===== src/rtl/core/bpdc_pkg.sv =====
// ----------------------------------------------------------------------------
// bpdc_pkg
// Shared types, constants and arithmetic helpers for the Bezier point
// evaluator: item layouts, cell control and the interpolation steps.
// ----------------------------------------------------------------------------
package bpdc_pkg;

   // Default capacity of the control point chain.
   localparam int MAX_POINTS_DEF = 16;

   // 1.0 in unsigned Q1.16.
   localparam logic [16:0] ONE_Q16 = 17'h10000;

   typedef logic signed [31:0] coord_type;
   typedef logic [16:0]        prog_type;
   typedef logic signed [49:0] prod_type;

   typedef struct packed {
      coord_type  point_x;
      coord_type  point_y;
      coord_type  point_z;
      prog_type   progress;
      logic       last_point;
   } req_type;

   typedef struct packed {
      coord_type  curve_x;
      coord_type  curve_y;
      coord_type  curve_z;
      logic       points_dropped;
   } rsp_type;

   typedef struct packed {
      coord_type  x;
      coord_type  y;
      coord_type  z;
   } point_type;

   // Per-cell strobes: load a new point, form the products, apply them.
   typedef struct packed {
      logic       wr;
      logic       mul;
      logic       add;
   } cell_ctrl_type;

   // (b - a) * p, exact in 50 bits for p <= 1.0.
   function automatic prod_type mul_step(coord_type a, coord_type b, prog_type p);
      logic signed [32:0] diff;
      logic signed [50:0] full;
      diff = {b[31], b} - {a[31], a};
      full = diff * $signed({1'b0, p});
      return full[49:0];
   endfunction

   // a + (prod >>> 16); the result always lies between the two points.
   function automatic coord_type add_step(coord_type a, prod_type prod);
      logic [33:0] sum;
      sum = {{2{a[31]}}, a} + prod[49:16];
      return sum[31:0];
   endfunction

endpackage


===== src/rtl/core/bpdc_cell.sv =====
// ----------------------------------------------------------------------------
// bpdc_cell
// One link of the evaluation chain: holds one control point and blends it
// with its right-hand neighbor, the product first and the sum in the next cycle.
// ----------------------------------------------------------------------------
module bpdc_cell (
   input  logic                     clock,
   input  bpdc_pkg::cell_ctrl_type  ctrl,
   input  bpdc_pkg::point_type      wr_point,
   input  bpdc_pkg::point_type      nbr_point,
   input  bpdc_pkg::prog_type       progress,
   output bpdc_pkg::point_type      point
);
   import bpdc_pkg::*;

   point_type point_ff, point_in;
   prod_type  prod_x_ff, prod_y_ff, prod_z_ff;

   always_comb begin
      point_in = point_ff;
      if (ctrl.wr) begin
         point_in = wr_point;
      end else if (ctrl.add) begin
         point_in.x = add_step(point_ff.x, prod_x_ff);
         point_in.y = add_step(point_ff.y, prod_y_ff);
         point_in.z = add_step(point_ff.z, prod_z_ff);
      end
   end

   always_ff @(posedge clock) begin
      point_ff <= point_in;
      if (ctrl.mul) begin
         prod_x_ff <= mul_step(point_ff.x, nbr_point.x, progress);
         prod_y_ff <= mul_step(point_ff.y, nbr_point.y, progress);
         prod_z_ff <= mul_step(point_ff.z, nbr_point.z, progress);
      end
   end

   assign point = point_ff;

endmodule


===== config.mk =====
export PLATFORM = sky130hd
export DESIGN_NAME = bpdc_cell
export DESIGN_NICKNAME = d
export VERILOG_FILES = /design/src/rtl/core/bpdc_pkg.sv /design/src/rtl/core/bpdc_cell.sv
export SDC_FILE = /design/constraint.sdc
export NUM_CORES = 2
export LEC_CHECK = 0
export BUFFER_PORTS_ARGS = -buffer_cell sky130_fd_sc_hd__buf_2
export CORE_UTILIZATION = 70
export CTS_CLUSTER_SIZE = 12
export DETAILED_ROUTE_END_ITERATION = 12
export GPL_ROUTABILITY_DRIVEN = 0
export PLACE_DENSITY = 0.95
export SETUP_SLACK_MARGIN = 0.3
export SKIP_CTS_REPAIR_TIMING = 1
export SYNTH_ARGS = -nofsm -noshare
export SYNTH_HDL_FRONTEND = slang
export SYNTH_SLANG_ARGS = --single-unit

===== constraint.sdc =====
create_clock -name clock -period 14.9 [get_ports clock]
set_input_delay 1.49 -clock clock [delete_from_list [all_inputs] [get_ports clock]]
set_output_delay 1.49 -clock clock [all_outputs]
set_load 0.005 [all_outputs]

==> impl_metrics.py <==
metrics = {
    "clock_tree": {
        "clk_latency_ps": 590,
        "cts_buffers": 17,
        "clk_pin_slew_ps": 100,
        "cts_tree": "built",
        "cts-htree-levels": 4,
        "cts-root-buf": "clkbuf_16",
        "cts.sinks": 192,
        "cts.path.max_buffers": 2,
    },
    "floorplan": {
        "ioPinCount": 309,
        "die_h_um": 320,
        "coreArea_um2": 100000,
        "rows": 116,
        "dieArea_um2": 102000,
        "dieWidth_um": 320,
        "initial_core_util": 0.706,
    },
    "grt": {
        "track_usage": 0.407,
        "grt_pass1_wl_um": 323000,
        "antenna_found_initial": 2,
        "grt_pass1_vias": 65500,
        "grt_max_degree": 70,
        "grt_overflow": 0,
    },
    "layout": {
        "area_growth_pct": 5.25,
        "mostFrequentLayoutCells": "1990 x inv_1, 1548 x fa_1, 987 x nand2_1",
        "finalNetCount": 10200,
        "layout_commonest_cell": "inv_1",
        "drive_gt1_frac": 0.0684,
        "final_util": 0.743,
    },
    "sta": {
        "setup_viol": 0,
        "period_needed_ps": 11280,
        "maxSlewHeadroom": 0.0938,
        "setup_tns_ps": 0,
        "post-route-period-util": 0.757,
        "fin_ws_ps": 3620,
        "clock_skew_ps": 26.0,
        "finalMaxSlewViolations": 0,
        "tightest_slew_ps": 1350,
        "hold_viol": 0,
        "grt_setup_unrepaired": "false",
        "fmax_mhz": 88.7,
    },
    "routing": {
        "drt_iter0_markers": 5376,
        "dr.pass1.iters": 6,
        "wl_met2_um": 97500,
        "wl_per_cell_um": 21.6,
        "dr.max_layer_used": "met5",
        "vias_per_cell": 6.15,
        "routed_wl_um": 200000,
        "vias": 56900,
        "wl_met1_um": 62300,
        "ant_nets": 0,
        "drc": 0,
        "wl_met3_um": 22400,
    },
    "synthesis": {
        "ys_seq_area_frac": 0.0817,
        "yosysTopAreaCell": "fa_1",
        "synth_top_area_share": 0.439,
        "ys_async_sr_fraction": 0,
        "synth_area_um2": 70600,
        "ys_seq_elements": 192,
        "ys.flop_type": "edfxtp_1",
        "syn-num-nets": 10100,
        "synthTopCellsByArea": "fa_1 44%, inv_1 11%, ha_1 9.2%",
        "netlist-cell-type-count": 90,
        "yosysWarnings": 0,
        "synth_edf_count": 192,
        "syn_inst": 7840,
        "synth.avg_cell_area_um2": 9.00,
    },
    "critical_path": {
        "worstSetupEndpointType": "register",
        "start_kind": "input pin",
        "critical_path_class": "in -> reg",
        "cpPeakStageDelay_ps": 800,
        "crit_slowest_cell": "xnor2_2",
        "cp.arrival_ps": 11620,
        "cp.required_ps": 15240,
        "crit_path_frequent_cell": "fa_1",
        "cp_max_fo": 17,
    },
    "placement": {
        "port_buffers": 308,
        "place_hpwl_um": 150000,
        "post-place-ws_ps": 3330,
    },
    "flow_run": {
        "cap_violations": 0,
    },
    "status": {
        "outcome": "finished clean",
    },
    "min_path": {
        "worstHoldPathType": "reg -> reg",
    },
}
-- synthesized netlist by cell type, drive strengths merged, types with 7 or more instances --
library cell / instances
a211o: 7
a211oi: 18
a21boi: 11
a21o: 106
a21oi: 188
a311oi: 7
a31oi: 21
a41oi: 7
and2: 825
and3: 20
buf: 12
clkbuf: 297
edfxtp: 192
fa: 1548
ha: 519
inv: 1994
mux2: 7
nand2: 987
nand2b: 53
nand3: 43
nand4: 16
nor2: 135
nor2b: 114
nor3: 37
o211ai: 8
o21a: 38
o21ai: 170
o21bai: 29
o31a: 8
o31ai: 23
or2: 13
or3: 14
xnor2: 201
xor2: 79
-- final cells by class --
type | instances | area [µm²]
antenna | 2 | 5.00
clock buffer | 19 | 433
clock inverter | 13 | 169
fill | 5854 | 25700
inverter | 1994 | 7480
multi-input combinational | 5345 | 56500
sequential | 192 | 5770
tap | 1298 | 1620
timing repair buffer | 402 | 2260
-- flip-flops by register name (all words and copies together) (netlist names) --
name	count
point	96
prod_x_ff	32
prod_y_ff	32
prod_z_ff	32
-- cells by family (layout without fill, tap and decap cells) --
group                    after synthesis  count (layout)  synth area share
other                                  0               2                 0
flip-flops                           192             192            0.0817
XOR/XNOR                             282             282            0.0356
multiplexers                          10              10           0.00154
AND/OR/NAND/NOR                     2289            2289             0.163
AO/OA/AOI/OAI                        697             697            0.0648
buffers and inverters               2303            2428             0.123
adder cells (fa/ha/maj)             2067            2067             0.531
-- stage by stage --
stage / area, µm² / cells / hold slack (ps)
after floorplan: 70600 / 7840 / 637
after global placement: 73700 / 9231 / 651
after detailed placement: 73700 / 9231 / 667
after CTS: 74300 / 9263 / 689
after global routing: 74300 / 9264 / 707
final: 74300 / 9265 / 683
-- critical path, delay by kind of cell --
family          cells  cell delay, ps
fa+ha+maj           9            3850
compound gates     13            4060
buf+inv             6             380
simple gates        7             930
xor+xnor            2             890
-- metal layers --
metal	vias up	track usage
li1	23400	-
met1	27600	0.442
met2	4272	0.683
met3	1692	0.105
met4	2	0.310
met5	-	0
-- worst paths after layout --
check        slack, ps             to  depth (start not counted)          start
max               3620  prod_y_ff[46]                         37  nbr_point[32]
min                680      point[64]                          2  prod_x_ff[16]
max reg2reg       4200  prod_y_ff[46]                         35      point[32]
min reg2reg        680      point[64]                          2  prod_x_ff[16]
Power is not shown: default switching activity piles up to over one toggle a cycle in this logic, so the estimate is an artifact.
